[src/sv/n7seg_pkg.sv]
package n7seg_pkg;

    localparam int MAG_W = 14;

    typedef logic [3:0]       digit_t;
    typedef logic [MAG_W-1:0] mag_t;
    typedef logic [7:0]       seg_t;

    typedef struct packed {
        digit_t digit;
        mag_t   rest;
    } split_t;

    localparam logic signed [15:0] CLAMP_HIGH = 16'sd9999;
    localparam logic signed [15:0] CLAMP_LOW  = -16'sd999;

    localparam mag_t UNIT_THOUSANDS = 14'd1000;
    localparam mag_t UNIT_HUNDREDS  = 14'd100;
    localparam mag_t UNIT_TENS      = 14'd10;

    localparam seg_t SEG_BLANK = 8'h00;

    localparam seg_t SEG_TABLE [10] = '{
        8'h3F, 8'h06, 8'h5B, 8'h4F, 8'h66, 8'h6D, 8'h7D, 8'h07, 8'h7F, 8'h6F
    };

    // one decimal digit by parallel compares against the nine multiples of unit
    function automatic split_t split_digit(mag_t value, mag_t unit);
        split_t res;
        mag_t   step;
        res.digit = '0;
        res.rest  = value;
        for (int k = 1; k <= 9; k++)
        begin
            step = MAG_W'(k) * unit;
            if (value >= step)
            begin
                res.digit = 4'(k);
                res.rest  = value - step;
            end
        end
        return res;
    endfunction

    function automatic seg_t digit_pattern(digit_t d);
        seg_t p;
        if (d <= 4'd9)
            p = SEG_TABLE[d];
        else
            p = SEG_BLANK;
        return p;
    endfunction

endpackage

[src/sv/number_to_seven_segment_unit.sv]
// number_to_seven_segment_unit
// converts a signed 16-bit number into four seven-segment patterns,
// leftmost digit first (bit0 segment a .. bit6 segment g, bit7 dp is 0 unless inverted)
// input channel: in_valid / in_stall carrying number_value and
// show_leading_zeros; output channel: out_valid / out_stall carrying the
// four pattern ports
// the number is clamped to -999..9999, the sign dropped, leading zeros blanked
// unless show_leading_zeros is set; the units digit is always shown
// config channel: cfg_valid / cfg_ready, cfg_data is the invert flag, which
// inverts every pattern; cfg_ready is always high
// each accepted input word passes registered stages in order: clamp,
// thousands digit, hundreds digit, tens and units digits, segment encode
// throughput is one word per cycle while out_stall is low; the digit extraction stages each hold
// one bank of compare-subtract units and pass valid bits along with data
// reset clears all valid bits and the invert flag; the pipeline comes out empty
// when out_stall is high, stages holding words stop and bubbles are squeezed
// out; in_stall rises once every stage is full, nothing is lost or repeated
module number_to_seven_segment_unit (
    input  logic        clk,
    input  logic        rst_n,
    input  logic        in_valid,
    output logic        in_stall,
    input  logic [15:0] number_value,
    input  logic        show_leading_zeros,
    output logic        out_valid,
    input  logic        out_stall,
    output logic [7:0]  thousands_segments,
    output logic [7:0]  hundreds_segments,
    output logic [7:0]  tens_segments,
    output logic [7:0]  units_segments,
    input  logic        cfg_valid,
    output logic        cfg_ready,
    input  logic        cfg_data
);

    logic invert_reg;

    logic v1_reg, v2_reg, v3_reg, v4_reg, v5_reg;
    logic adv1, adv2, adv3, adv4, adv5;

    n7seg_pkg::mag_t   mag1_reg;
    logic              lz1_reg;

    n7seg_pkg::digit_t th2_reg;
    logic [9:0]        rem2_reg;
    logic              lz2_reg;

    n7seg_pkg::digit_t th3_reg, hu3_reg;
    logic [6:0]        rem3_reg;
    logic              lz3_reg;

    n7seg_pkg::digit_t th4_reg, hu4_reg, te4_reg, un4_reg;
    logic              lz4_reg;

    n7seg_pkg::seg_t   th5_reg, hu5_reg, te5_reg, un5_reg;

    logic signed [15:0] clamped;
    n7seg_pkg::mag_t    mag_next;
    n7seg_pkg::split_t  split_th, split_hu, split_te;
    n7seg_pkg::seg_t    th_next, hu_next, te_next, un_next;
    n7seg_pkg::seg_t    polarity;

    assign cfg_ready = 1'b1;

    always_ff @(posedge clk or negedge rst_n)
    begin
        if (!rst_n)
            invert_reg <= 1'b0;
        else if (cfg_valid && cfg_ready)
            invert_reg <= cfg_data;
    end

    // stage advance chain
    assign adv5     = !v5_reg || !out_stall;
    assign adv4     = !v4_reg || adv5;
    assign adv3     = !v3_reg || adv4;
    assign adv2     = !v2_reg || adv3;
    assign adv1     = !v1_reg || adv2;
    assign in_stall = !adv1;

    always_ff @(posedge clk or negedge rst_n)
    begin
        if (!rst_n)
        begin
            v1_reg <= 1'b0;
            v2_reg <= 1'b0;
            v3_reg <= 1'b0;
            v4_reg <= 1'b0;
            v5_reg <= 1'b0;
        end
        else
        begin
            if (adv1)
                v1_reg <= in_valid;
            if (adv2)
                v2_reg <= v1_reg;
            if (adv3)
                v3_reg <= v2_reg;
            if (adv4)
                v4_reg <= v3_reg;
            if (adv5)
                v5_reg <= v4_reg;
        end
    end

    // clamp and magnitude
    always_comb
    begin
        clamped = $signed(number_value);
        if (clamped > n7seg_pkg::CLAMP_HIGH)
            clamped = n7seg_pkg::CLAMP_HIGH;
        else if (clamped < n7seg_pkg::CLAMP_LOW)
            clamped = n7seg_pkg::CLAMP_LOW;
        if (clamped < 16'sd0)
            mag_next = n7seg_pkg::MAG_W'(-clamped);
        else
            mag_next = n7seg_pkg::MAG_W'(clamped);
    end

    assign split_th = n7seg_pkg::split_digit(mag1_reg, n7seg_pkg::UNIT_THOUSANDS);
    assign split_hu = n7seg_pkg::split_digit(n7seg_pkg::MAG_W'(rem2_reg),
                                             n7seg_pkg::UNIT_HUNDREDS);
    assign split_te = n7seg_pkg::split_digit(n7seg_pkg::MAG_W'(rem3_reg),
                                             n7seg_pkg::UNIT_TENS);

    // blanking and polarity
    always_comb
    begin
        polarity = {8{invert_reg}};
        th_next  = n7seg_pkg::digit_pattern(th4_reg);
        hu_next  = n7seg_pkg::digit_pattern(hu4_reg);
        te_next  = n7seg_pkg::digit_pattern(te4_reg);
        un_next  = n7seg_pkg::digit_pattern(un4_reg);
        if (!lz4_reg && th4_reg == '0)
            th_next = n7seg_pkg::SEG_BLANK;
        if (!lz4_reg && th4_reg == '0 && hu4_reg == '0)
            hu_next = n7seg_pkg::SEG_BLANK;
        if (!lz4_reg && th4_reg == '0 && hu4_reg == '0 && te4_reg == '0)
            te_next = n7seg_pkg::SEG_BLANK;
        th_next = th_next ^ polarity;
        hu_next = hu_next ^ polarity;
        te_next = te_next ^ polarity;
        un_next = un_next ^ polarity;
    end

    always_ff @(posedge clk)
    begin
        if (adv1)
        begin
            mag1_reg <= mag_next;
            lz1_reg  <= show_leading_zeros;
        end
        if (adv2)
        begin
            th2_reg  <= split_th.digit;
            rem2_reg <= split_th.rest[9:0];
            lz2_reg  <= lz1_reg;
        end
        if (adv3)
        begin
            th3_reg  <= th2_reg;
            hu3_reg  <= split_hu.digit;
            rem3_reg <= split_hu.rest[6:0];
            lz3_reg  <= lz2_reg;
        end
        if (adv4)
        begin
            th4_reg <= th3_reg;
            hu4_reg <= hu3_reg;
            te4_reg <= split_te.digit;
            un4_reg <= split_te.rest[3:0];
            lz4_reg <= lz3_reg;
        end
        if (adv5)
        begin
            th5_reg <= th_next;
            hu5_reg <= hu_next;
            te5_reg <= te_next;
            un5_reg <= un_next;
        end
    end

    assign out_valid          = v5_reg;
    assign thousands_segments = th5_reg;
    assign hundreds_segments  = hu5_reg;
    assign tens_segments      = te5_reg;
    assign units_segments     = un5_reg;

endmodule
[config.mk]
export PLATFORM = sky130hd
export DESIGN_NAME = number_to_seven_segment_unit
export DESIGN_NICKNAME = d
export VERILOG_FILES = /design/src/sv/n7seg_pkg.sv /design/src/sv/number_to_seven_segment_unit.sv
export SDC_FILE = /design/constraint.sdc
export NUM_CORES = 1
export LEC_CHECK = 0
export BUFFER_PORTS_ARGS = -buffer_cell sky130_fd_sc_hd__buf_2
export CAP_MARGIN = 20
export CORE_ASPECT_RATIO = 1.4
export CORE_MARGIN = 2
export CORE_UTILIZATION = 50
export CTS_CLUSTER_SIZE = 28
export DETAILED_ROUTE_END_ITERATION = 12
export PLACE_DENSITY = 0.68
export SYNTH_ARGS = -nofsm -noshare
export SYNTH_HDL_FRONTEND = slang
export SYNTH_SLANG_ARGS = --single-unit
export TNS_END_PERCENT = 20
[constraint.sdc]
create_clock -name clk -period 4 [get_ports clk]
set_input_delay 0.8 -clock clk [delete_from_list [all_inputs] [get_ports clk]]
set_output_delay 0.8 -clock clk [all_outputs]
set_load 0.02 [all_outputs]
Word-level counts from Yosys, hierarchy flattened
Memory sizes are Yosys's and may differ from the RTL's.
Index checks and enable logic that the tools add are counted.
Widths: inputs -> output; s select.
- register bits: 101
- bits in read-only memories: 512
- output and inout port bits: 35
- logic and storage cells: 172
- memories: 4
- add/sub/neg operators: 28
- $lt $le $gt $ge: 38
- mux-type cells: 45
- bitwise gates (word level): 8
- reductions and logical operators: 22
- memories (name ; words ; width ; read ports ; clocked after Yosys merged registers in ; write ports ; RTL line ; RTL):
    (name not given) ; 16 ; 8 ; 1 ; 0 ; 0 ; n7seg_pkg.sv:48 ; p = SEG_TABLE[d];
    (name not given) ; 16 ; 8 ; 1 ; 0 ; 0 ; n7seg_pkg.sv:48 ;
    (name not given) ; 16 ; 8 ; 1 ; 0 ; 0 ; n7seg_pkg.sv:48 ;
    (name not given) ; 16 ; 8 ; 1 ; 0 ; 0 ; n7seg_pkg.sv:48 ;
- operator list (cell ; number):
    $mux 18 ; 18
    $mux 8 ; 15
    $mux 15 ; 6
    $ge 14x13->1 const B ; 4
    $sub 14x13->14 const B ; 4
    $ge 10x10->1 const B ; 4
    $sub 10x10->11 const B ; 3
    $sub 10x9->11 const B ; 3
    $mux 16 ; 2
    $xor 8x8->8 ; 4
    $ge 10x9->1 const B ; 3
    $ge 14x12->1 const B ; 2
    $sub 14x12->14 const B ; 2
    $sub 7x6->8 const B ; 3
    $ge 7x6->1 const B ; 3
    $ge 7x7->1 const B ; 3
    $ge 5x5->1 const B ; 4
    $not 4->5 ; 4
    $gt 16x15->1 const B ; 1
    $le 4x4->1 const B ; 4
    $lt 16x1->1 const B ; 1
    $lt 16x11->1 const B ; 1
    $sub 7x5->8 const B ; 2
    $sub 7x7->8 const B ; 2
    25 further kinds ; 43

Logic depth before layout (Yosys ltp)
Gate-level depths: netlist of run 1.
- depth after elaboration: 10
- depth in mapped cells: 15
- mapped depth without buffers: 15

Worst setup path after synthesis of run 1
Ideal clock, no wire load.
- path type: in2reg
- start point: input port number_value[0]
- end point: register mag1_reg[12] (data pin)
- data arrival time: 3.847 ns
- path slack: -0.110 ns
- stages: 15
- buffers on the path: 0
- cell sequence: or3_1 > nand3_1 > a311o_1 > ha_1 > a21oi_1 > nand2b_1 > inv_1 > ha_1 > or3b_2 > nor4b_1 > o21ai_0 > nor3_1 > mux2i_1 > o21a_1 > nor2_1
- cells in the longest elaborated chain, start to end: 5
- elaborated cells on any way between the ends: 7
- those cells by class: add/sub (1); order compare (3); mux (3)
- ends and longest elaborated chain (item ; RTL line ; RTL):
    start, declared ; number_to_seven_segment_unit.sv:23 ; input logic [15:0] number_value,
    $lt 16x11->1 ; number_to_seven_segment_unit.sv:112 ; else if (clamped < n7seg_pkg::CLAMP_LOW)
    $mux 16 ; number_to_seven_segment_unit.sv:112 ;
    $mux 16 (*) ; number_to_seven_segment_unit.sv:110 ; if (clamped > n7seg_pkg::CLAMP_HIGH)
    named net clamped[0] ; number_to_seven_segment_unit.sv:57 ; logic signed [15:0] clamped;
    $neg 14->14 or $lt 16x1->1 (tied branches) ; number_to_seven_segment_unit.sv:115, number_to_seven_segment_unit.sv:114 ;
    $mux 14 (*) ; number_to_seven_segment_unit.sv:114 ; if (clamped < 16'sd0)
    named net mag_next[12] ; number_to_seven_segment_unit.sv:58 ; n7seg_pkg::mag_t mag_next;
    end signal, assigned ; number_to_seven_segment_unit.sv:150 ; mag1_reg <= mag_next;
    end, declared ; number_to_seven_segment_unit.sv:41 ; n7seg_pkg::mag_t mag1_reg;
Mark *: on every way through the listed nets, which the timed path passes. The rest lies on a longest branch.
A chain may end at the register's enable or synchronous reset.

Final worst setup path of run 1
Same ends and word-level chain as after synthesis.

==> reports/metrics.yaml, run 1 <==
status: "completed"
cts_setup_buffers: 0
fin_area_um2: 8675
worstSkewPairLatency_ns: 0.35
antenna_found_initial: 0
slew_violations: 0
synth_edf_count: 92
drv_cap: 0
tightest_slew_ns: 0.7770
diodes: 0
grt.total_usage_pct: 23.65
cts_tree: "done"
synth_ff_type: "edfxtp_1"
ys_types: 81
syn_nets: 928
final_cell_mix: "edfxtp_1 (92), ha_1 (71), nor2_1 (65)"
drt-vias-per-instance: 6.247
worstSetupPathType: "primary input to flip-flop"
post_drt_wl_per_cell_um: 17.95
synth_area_leaders: "edfxtp_1 (35%), ha_1 (11%), a21oi_1 (3.6%)"
routed_wl_um: 19510
fin_skew_ns: 0.007533
clock_sinks: 98
area_growth_pct: 11.25
nNetsFinal: 980
setup_viol: 0
first_global_vias: 6358
crit_path_start_kind: "primary input"
synth_top_family_by_area: "compound AO/OA/AOI/OAI gates"
worstPathRequired_ns: 4.11
grt_max_degree: 31
die_area_um2: 16620
fmax_mhz: 272.3
finalCritPeriodShare_pct: 91.81
yosys.area_share.xor_xnor_pct: 4.942
core_area_um2: 15400
place.gp.congestion: 0.9544
grt_pass1_wl_um: 30890
critPathMaxFanout: 4
drtIter0Drc: 645
vdd_drop_max_uv: 380.7
drc: 0
worstPathArrival_ns: 3.78
placed_area_um2: 8341
hold_viol: 0
die_x_um: 109.5
hpwl_um: 14990
async_flop_share_pct: 6.122
max-slew-margin-rel_pct: 48.20
synth_seq_cells: 98
syn_area_um2: 7797
netlist_instances: 834
htreeDepth: 3
postRouteAntennaNets: 0
p_leak_uw: 0.003524
root_buffer: "clkbuf_16"
drt_first_pass_iters: 5
post-route-min-period_ns: 3.672
post_cts_resized: 0
postSynthAreaPerCell_um2: 9.349
synth.area.mux_share_pct: 0.9307
rsz0062_at_grt: "false"
postCtsHoldBufs: 0
num_io_pins: 58
portBuffers: 56
fp-row-count: 54
ys_seq_area_share_pct: 37.36
p_per_area_nw_per_um2: 671.4
clkTransAtPathRegs_ns: 0.08
initial_core_util_pct: 50.62
crit_path_end_kind: "flip-flop"
yosys.area_share.adder_pct: 11.39
netlist.area_leader.share_pct: 35.43
cts_buffer_depth: 2
yosysWarningCount: 0
dp_slack_ns: -0.04786
setup_ws_ns: 0.3275
die_h_um: 151.8
largest_reg_flops: 14
yosys.area.top_type: "edfxtp_1"
synthSimpleGateAreaFrac_pct: 17.78
fillCellCount: 1319
synth-compound-area-share_pct: 22.16
cts_buffers: 9
final_common_cell: "edfxtp_1"
drive_gt1_share_pct: 14.25
hp-class: "primary input to asynchronous set/reset pin"
vias: 6790
overflow: 0
-- cell families (layout without fill, tap and decap cells) --
family,after synthesis,count (layout)
other,1,1
AOI/OAI and AO/OA,255,255
xor gates and xnor gates,44,44
muxes,7,7
adders and majority gates,71,71
buffers and inverters,97,154
DFF,98,98
and+or+nand+nor,261,261
-- where the power goes --
part | internal (uW) | leakage [uW] | switching [uW]
logic | 1190 | 0.00239 | 1740
clock network | 446 | 0.000150 | 420
registers | 1630 | 0.000987 | 400
-- cells in the mapped netlist (all sizes together) (7+ instances only) --
master / n
a31oi: 13
o21ai: 60
nand2: 50
a21oi: 56
nand2b: 13
and3: 9
nand3: 24
buf: 13
or3: 7
nor3: 23
inv: 47
o31ai: 8
o21a: 8
a21boi: 7
a211oi: 7
a311o: 8
xor2: 17
nor2: 65
edfxtp: 92
and2: 12
a21o: 11
nor2b: 11
xnor2: 27
clkbuf: 36
ha: 71
-- cell type report --
| type | instances | area (um^2) | share of cell area (%) |
|---|---|---|---|
| Tap cell | 196 | 245.2 | 2.827 |
| Sequential cell | 98 | 2913 | 33.58 |
| Inverter | 48 | 180.2 | 2.077 |
| Timing Repair Buffer | 90 | 555.5 | 6.404 |
| Multi-Input combinational cell | 639 | 4474 | 51.58 |
| Clock inverter | 7 | 81.33 | 0.9375 |
| Clock buffer | 9 | 225.2 | 2.596 |
-- worst paths after layout --
check	start	to	slack [ns]	depth (start not counted)
max in group asynchronous	rst_n	v3_reg	3.58	1
min reg2reg	th3_reg[2]	th4_reg[2]	0.41	0
min in group clk	th3_reg[2]	th4_reg[2]	0.41	0
min	rst_n	out_valid	0.26	1
max reg2reg	mag1_reg[4]	rem2_reg[3]	0.64	9
max	number_value[0]	mag1_reg[12]	0.33	16
-- metrics by stage --
step                      hold slack, ns  instances  total power (uW)  setup TNS, ns  utilization, %
after floorplan                   0.4003        834              4153              0               -
final                             0.2632       1087              5824              0           56.31
after detailed placement          0.4045       1070              4903       -0.04786           54.14
after CTS                         0.2563       1086              5796              0           56.13
after global placement            0.4006       1070              4823       -0.02941           54.14
after global routing              0.2641       1087              6239              0           56.31
-- routing by layer --
layer	global-route usage, %	up-vias	wire, um
met5	0	-	0
met4	12.03	0	906
met3	2.994	70	977
met2	45.46	301	10520
met1	24.53	3227	7106
li1	-	3192	-
-- worst max-delay path: stages --
cell and delay [ns]:
buf_2 0.10, or3_1 0.39, nand3_1 0.09, a311o_1 0.17, ha_1 0.27, a21oi_2 0.14
nand2b_1 0.09, inv_1 0.06, ha_1 0.17, or3b_2 0.47, nor4b_2 0.29, o21ai_0 0.16
nor3_1 0.20, mux2i_1 0.21, o21a_1 0.12, nor2_1 0.04
(Power assumes the default switching activity.)
==> run 2, diff against run 1 <==
Settings changed: CORE_UTILIZATION 50 to 57, CTS_BUF_LIST from default to sky130_fd_sc_hd__clkbuf_4, PLACE_DENSITY 0.68 to 0.79.
Clock period 4 ns to 3.1 ns, I/O delays scaled along.
==> run 2 against run 1 <==
  * Critical path type unchanged
  * Global-route usage rose by 3.2 points
  * Sequential share of layout area fell by 1.5 points
  * Critical path depth did not move
  * Largest cell class unchanged
  * The run now ends with negative setup slack left
  * Design area rose by 4.8%
==> reports/metrics.yaml, run 2 (same netlist as run 1, synthesis figures left out) <==
clkTransAtPathRegs_ns: 0.19  # was 0.08 ns
setup_ws_ns: -0.08188  # was 0.3275 ns
dp.cells: 1120  # was 1070
vias: 6957  # was 6790
finalCritPeriodShare_pct: 102.6
routed_wl_um: 19160  # was 19510 um
tightest_slew_ns: 0.9301  # was 0.7770 ns
area_growth_pct: 16.59  # was 11.25%
first_global_vias: 6935  # was 6358
crit_path_start_kind: "primary input"  # unchanged
grt_max_degree: 31  # unchanged
drive_gt1_share_pct: 21.46  # was 14.25%
reg2regPathDepth: 9  # unchanged
critPathLaunch: "number_value[2]"  # was number_value[0]
r2r_setup_slack_ns: 0.14  # was 0.64 ns
final_common_cell: "buf_4"  # was edfxtp_1
vdd_drop_max_uv: 428.8  # was 380.7 uV
drv_cap: 0  # unchanged
max-slew-margin-rel_pct: 37.99  # was 48.20%
worstSetupPathType: "primary input to flip-flop"  # unchanged
post-route-min-period_ns: 3.182
p_per_area_nw_per_um2: 811.3  # was 671.4 nW/um^2
portBuffers: 56  # unchanged
final_cell_mix: "buf_4 (102), edfxtp_1 (92), ha_1 (69)"  # was edfxtp_1 (92), ha_1 (71), nor2_1 (65)
worstPathArrival_ns: 3.43  # was 3.78 ns
overflow: 0  # unchanged
postRouteAntennaNets: 0  # unchanged
setup_viol: 1  # was 0
setup.worst_path.end: "mag1_reg[12]"  # unchanged
drt-vias-per-instance: 6.092  # was 6.247
largest_reg_flops: 14  # unchanged
drc: 0  # unchanged
worstSkewPairLatency_ns: 0.48  # was 0.35 ns
critPathMaxFanout: 3  # was 4
root_buffer: "clkbuf_4"  # was clkbuf_16
die_x_um: 102.9  # was 109.5 um
nNetsFinal: 1049  # was 980
initial_core_util_pct: 58.24  # was 50.62%
diodes: 0  # unchanged
cts_tree: "done"  # unchanged
die_area_um2: 14640  # was 16620 um^2
p_leak_uw: 0.003802  # was 0.003524 uW
cts_buffers: 9  # unchanged
place.gp.congestion: 1.006  # was 0.9544
drt_first_pass_iters: 5  # unchanged
fin_skew_ns: 0.02853  # was 0.007533 ns
post_drt_wl_per_cell_um: 16.77  # was 17.95 um
fmax_mhz: 314.3
htreeDepth: 3  # unchanged
worstPathRequired_ns: 3.35  # was 4.11 ns
num_io_pins: 58  # unchanged
utilization_pct: 67.91  # was 56.31%
crit_path_end_kind: "flip-flop"  # unchanged
fin_hold_ws_ns: 0.3113  # was 0.2632 ns
fin_setup_tns_ns: -0.08188  # was 0 ns
r2r-start: "mag1_reg[5]"  # was mag1_reg[4]
rsz0062_at_grt: "true"  # was false
min_from: "show_leading_zeros"
hpwl_um: 14820  # was 14990 um
core_area_um2: 13390  # was 15400 um^2
hold_viol: 0  # unchanged
cts_buffer_depth: 2  # unchanged
clock_sinks: 98  # unchanged
die_h_um: 142.4  # was 151.8 um
failed_checks: "negative setup slack"
r2r-end: "rem2_reg[5]"  # was rem2_reg[3]
p_total_uw: 7375  # was 5824 uW
grt.total_usage_pct: 26.81  # was 23.65%
final_cells: 1142  # was 1087
drtIter0Drc: 560  # was 645
hp-class: "primary input to flip-flop"  # was primary input to asynchronous set/reset pin
antenna_found_initial: 0  # unchanged
slew_violations: 0  # unchanged
status: "finished, violations left"  # was completed
fp-row-count: 50  # was 54
grt_pass1_wl_um: 31310  # was 30890 um
run 2: changes by cell type in the layout (fill, tap and decap cells not counted), moves of 2 or more:
cell       change
clkbuf_4       +9
buf_6          +2
clkbuf_16      -9
buf_4         +69
a221oi_1       -2
a221oi_2       +2
buf_2          -2
ha_1           -2
run 2: power by group:
| group | internal [uW] | switching, uW | total, uW |
|---|---|---|---|
| logic | 1790 | 2420 | 4210 |
| registers | 2100 | 376 | 2480 |
| clock network | 195 | 495 | 690 |
| total | 4080 | 3290 | 7380 |
run 2: how the worst min path moves through the flow:
stage | depth (start not counted) | to | slack, ns
2_1_floorplan | 0 | invert_reg | 0.32
3_3_place_gp | 0 | th4_reg[3] | 0.40
3_5_place_dp | 0 | th3_reg[0] | 0.41
4_1_cts | 1 | lz1_reg | 0.30
5_1_grt | 1 | lz1_reg | 0.30
6_report | 1 | lz1_reg | 0.31
run 2: repair_timing:
| action | 4_1_cts | 5_1_grt |
|---|---|---|
| gates resized for setup | 5 | 8 |
| pin swaps | 8 | 0 |
| hold buffers | 1 | 0 |
| buffers inserted | 5 | 0 |
| endpoints found under the hold margin | 6 | 0 |
| cloned | 0 | 0 |
| setup endpoints to repair | 1 | 8 |
run 2: per-layer routing:
metal  part of all wire, %  vias to the layer above  track usage (%)
li1                      -                     3336                -
met5                     0                        -                0
met1                    36                     3275            27.48
met3                   4.8                       77            3.291
met4                   5.0                        0            15.65
met2                    54                      269            50.60
run 2: metrics by stage:
| step | cell area (um^2) | setup slack (ns) |
|---|---|---|
| 5_1_grt | 9091 | -0.1952 |
| 2_1_floorplan | 7845 | -0.4679 |
| 3_5_place_dp | 8840 | -0.6823 |
| 3_3_place_gp | 8840 | -0.5899 |
| 6_report | 9091 | -0.08188 |
| 4_1_cts | 9059 | -0.01013 |
run 2: critical path, stage by stage:
cell      delay, ns
buf_6          0.09
or3_4          0.38
nand3_2        0.07
a311o_1        0.21
ha_4           0.24
a21oi_4        0.11
nand2b_1       0.10
inv_1          0.07
ha_2           0.17
or3b_4         0.40
nor4b_4        0.30
o21ai_2        0.12
nor3_2         0.15
mux2i_1        0.21
o21a_1         0.14
nor2_1         0.04
run 2: final cells by class:
type	count	area (um^2)
tap	182	227.7
multi-input combinational	639	4553
clock inverter	7	81.33
inverter	48	180.2
fill	1087	4297
clock buffer	9	67.56
timing repair buffer	159	1069
sequential	98	2913
==> run 3, diff against run 2 <==
==> constraint.sdc (replaced) <==
create_clock -name clk -period 3.1 [get_ports clk]
set_input_delay 0.465 -clock clk [delete_from_list [all_inputs] [get_ports clk]]
set_output_delay 0.465 -clock clk [all_outputs]
set_load 0.02 [all_outputs]
==> run 3 against run 2 <==
  * Flip-flop and latch count is the same
  * Combinational power barely moved
  * Largest power group unchanged
  * Highest routed layer unchanged
  * Hold slack got worse by 0.16 ns
  * The run now ends clean
==> reports/metrics.yaml, run 3 (same netlist as run 1, synthesis figures left out) <==
fin_setup_tns_ns: 0  # was -0.08188 ns
status: "completed"  # was finished, violations left
largest_reg_flops: 14  # unchanged
pwr-share-clk_pct: 9.3  # was 9.4%
post_drt_wl_per_cell_um: 17.32  # was 16.77 um
portBuffers: 56  # unchanged
vdd_drop_max_uv: 337.1  # was 428.8 uV
finalCritPeriodShare_pct: 97.62  # was 102.6%
hp-class: "primary input to flip-flop"  # unchanged
fmax_mhz: 330.4  # was 314.3 MHz
clkTransAtPathRegs_ns: 0.17  # was 0.19 ns
initial_core_util_pct: 58.24  # unchanged
worstSkewPairLatency_ns: 0.48  # about the same
nNetsFinal: 1051  # was 1049
r2r_setup_slack_ns: 0.07  # was 0.14 ns
die_area_um2: 14640  # unchanged
setup_viol: 0  # was 1
worstPathRequired_ns: 3.31  # was 3.35 ns
crit_chain: "buf_4 > ha_1 > a21o_1 > a21oi_1 > or4b_2 > and2_1 > o311ai_1 > a32oi_1 > o21ai_0"  # was buf_6 > or3_4 > nand3_2 > a311o_1 > ha_4 > a21oi_4 > nand2b_1 > inv_1 > ha_2 > or3b_4 > nor4b_4 > o21ai_2 > nor3_2 > mux2i_1 > o21a_1 > nor2_1
fp-row-count: 50  # unchanged
setup_ws_ns: 0.07363  # was -0.08188 ns
multi_input_area_um2: 4532  # was 4553 um^2
cp_slowest_cell: "or4b_2"  # was or3b_4
power_frac_seq_pct: 34.0  # was 33.6%
root_buffer: "clkbuf_4"  # unchanged
final_common_cell: "buf_4"  # unchanged
p_total_uw: 7403  # was 7375 uW
seqCellArea_um2: 2913  # unchanged
crit_path_start_kind: "flip-flop"  # was primary input
reg2regPathDepth: 9  # unchanged
p_per_area_nw_per_um2: 815.8  # was 811.3 nW/um^2
p_comb_share_pct: 56.8  # was 57.1%
rsz0062_at_grt: "true"  # unchanged
dp_slack_ns: -0.4909  # was -0.6823 ns
clock_sinks: 98  # unchanged
power.internal_uw: 4091  # was 4082 uW
netSwitchingFraction_pct: 44.74  # was 44.66%
num_io_pins: 58  # unchanged
worstHoldEndpoint: "lz1_reg"  # unchanged
hold_viol: 0  # unchanged
final_cell_mix: "buf_4 (104), edfxtp_1 (92), ha_1 (70)"  # was buf_4 (102), edfxtp_1 (92), ha_1 (69)
place.gp.congestion: 0.9881  # was 1.006
worstSetupPathType: "flip-flop to flip-flop"  # was primary input to flip-flop
grt_max_degree: 31  # unchanged
grt_pass1_wl_um: 32020  # was 31310 um
p_leak_uw: 0.003806  # was 0.003802 uW
die_x_um: 102.9  # unchanged
r2r-end: "rem2_reg[5]"  # unchanged
routed_wl_um: 19830  # was 19160 um
drtIter0Drc: 494  # was 560
drv_cap: 0  # unchanged
core_area_um2: 13390  # unchanged
postRouteAntennaNets: 0  # unchanged
post-route-min-period_ns: 3.026  # was 3.182 ns
grt.total_usage_pct: 27.61  # was 26.81%
min_from: "show_leading_zeros"  # unchanged
antenna_found_initial: 1  # was 0
drt-vias-per-instance: 6.089  # was 6.092
vias: 6972  # was 6957
cts_tree: "done"  # unchanged
max-slew-margin-rel_pct: 36.22  # was 37.99%
worstPathArrival_ns: 3.23  # was 3.43 ns
first_global_vias: 6924  # was 6935
min_delay_path_depth: 1  # unchanged
r2r-start: "mag1_reg[4]"  # was mag1_reg[5]
overflow: 0  # unchanged
max_stage_delay_ns: 0.68  # was 0.40 ns
slew_violations: 0  # unchanged
cts_buffers: 9  # unchanged
tightest_slew_ns: 0.9566  # was 0.9301 ns
hpwl_um: 15430  # was 14820 um
die_h_um: 142.4  # unchanged
critPathMaxFanout: 8  # was 3
cts_buffer_depth: 2  # unchanged
htreeDepth: 3  # unchanged
area_growth_pct: 16.38  # was 16.59%
final_cells: 1145  # was 1142
crit_path_end_kind: "flip-flop"  # unchanged
fin_skew_ns: 0.02577  # was 0.02853 ns
fillCellCount: 1108  # was 1087
drt_first_pass_iters: 7  # was 5
switchingPower_uw: 3312  # was 3294 uW
dp.cells: 1124  # was 1120
drive_gt1_share_pct: 21.21  # was 21.46%
drc: 0  # unchanged
run 3: changes by cell type in the layout (fill, tap and decap cells not counted):
| cell | before | now |
|---|---|---|
| ha_1 | 69 | 70 |
| a221oi_2 | 2 | 1 |
| nand3_2 | 1 | 0 |
| buf_2 | 54 | 56 |
| nor4bb_2 | 1 | 0 |
| a2111oi_0 | 0 | 1 |
| a2111oi_1 | 1 | 0 |
| nor4bb_1 | 4 | 5 |
| a221oi_1 | 4 | 5 |
| ha_2 | 1 | 0 |
| nand3_1 | 23 | 24 |
| buf_6 | 2 | 0 |
| diode_2 | 0 | 1 |
| buf_4 | 102 | 104 |
run 3: worst max path at each step:
stage / startpoint / to / depth (start not counted)
floorplan: number_value[0] / mag1_reg[12] / 15
global placement: number_value[0] / mag1_reg[12] / 16
detailed placement: number_value[0] / mag1_reg[12] / 16
CTS: number_value[0] / mag1_reg[12] / 16
global route: number_value[0] / mag1_reg[12] / 16
finish: mag1_reg[4] / rem2_reg[5] / 9
run 3: power groups by stage:
stage	clock (uW)	combinational, uW	sequential (uW)
5_1_grt	748	4640	2590
4_1_cts	698	4110	2500
2_1_floorplan	0	2800	2570
3_5_place_dp	0	4090	2540
6_report	687	4200	2510
3_3_place_gp	0	4000	2520
run 3: per-stage QoR:
stage               utilization, %  hold WS, ns  instance area, um^2
floorplan                        -       0.1694                 7845
global placement             66.25       0.2964                 8870
CTS                          67.44       0.1333                 9029
finish                       67.79       0.1509                 9075
global route                 67.79       0.1144                 9075
detailed placement           66.25       0.3020                 8870
run 3: worst max-delay path, delay by kind of cell (launching register included):
family / cells / cell delay (ns)
AO/OA/AOI/OAI: 5 / 0.94
adder cells (fa/ha/maj): 1 / 0.19
buffers and inverters: 1 / 0.20
flip-flops: 1 / 0.46
AND/OR/NAND/NOR: 2 / 0.97
run 3: what timing repair did:
| action | CTS | global route |
|---|---|---|
| resized for setup | 0 | 6 |
| buffers inserted | 0 | 3 |
| hold buffers | 1 | 0 |
| setup endpoints to repair | 0 | 5 |
| endpoints found under the hold margin | 6 | 0 |
run 3: layout make-up:
| class | count | share of cell area [%] |
|---|---|---|
| well taps | 182 | 2.509 |
| repair buffers | 161 | 11.80 |
| inverters | 48 | 1.985 |
| multi-input cells | 639 | 49.94 |
| clock inverters | 7 | 0.8962 |
| diodes | 1 | 0.02757 |
| flip-flops and latches | 98 | 32.10 |
| clock buffers | 9 | 0.7445 |
run 3: per-layer routing:
layer  GRT usage, %  part of all wire [%]  vias to the layer above
li1               -                     -                     3339
met1          28.64                    36                     3258
met2          52.01                    54                      302
met3          4.077                   5.2                       73
met4          14.61                   4.7                        0
met5              0                     0                        -
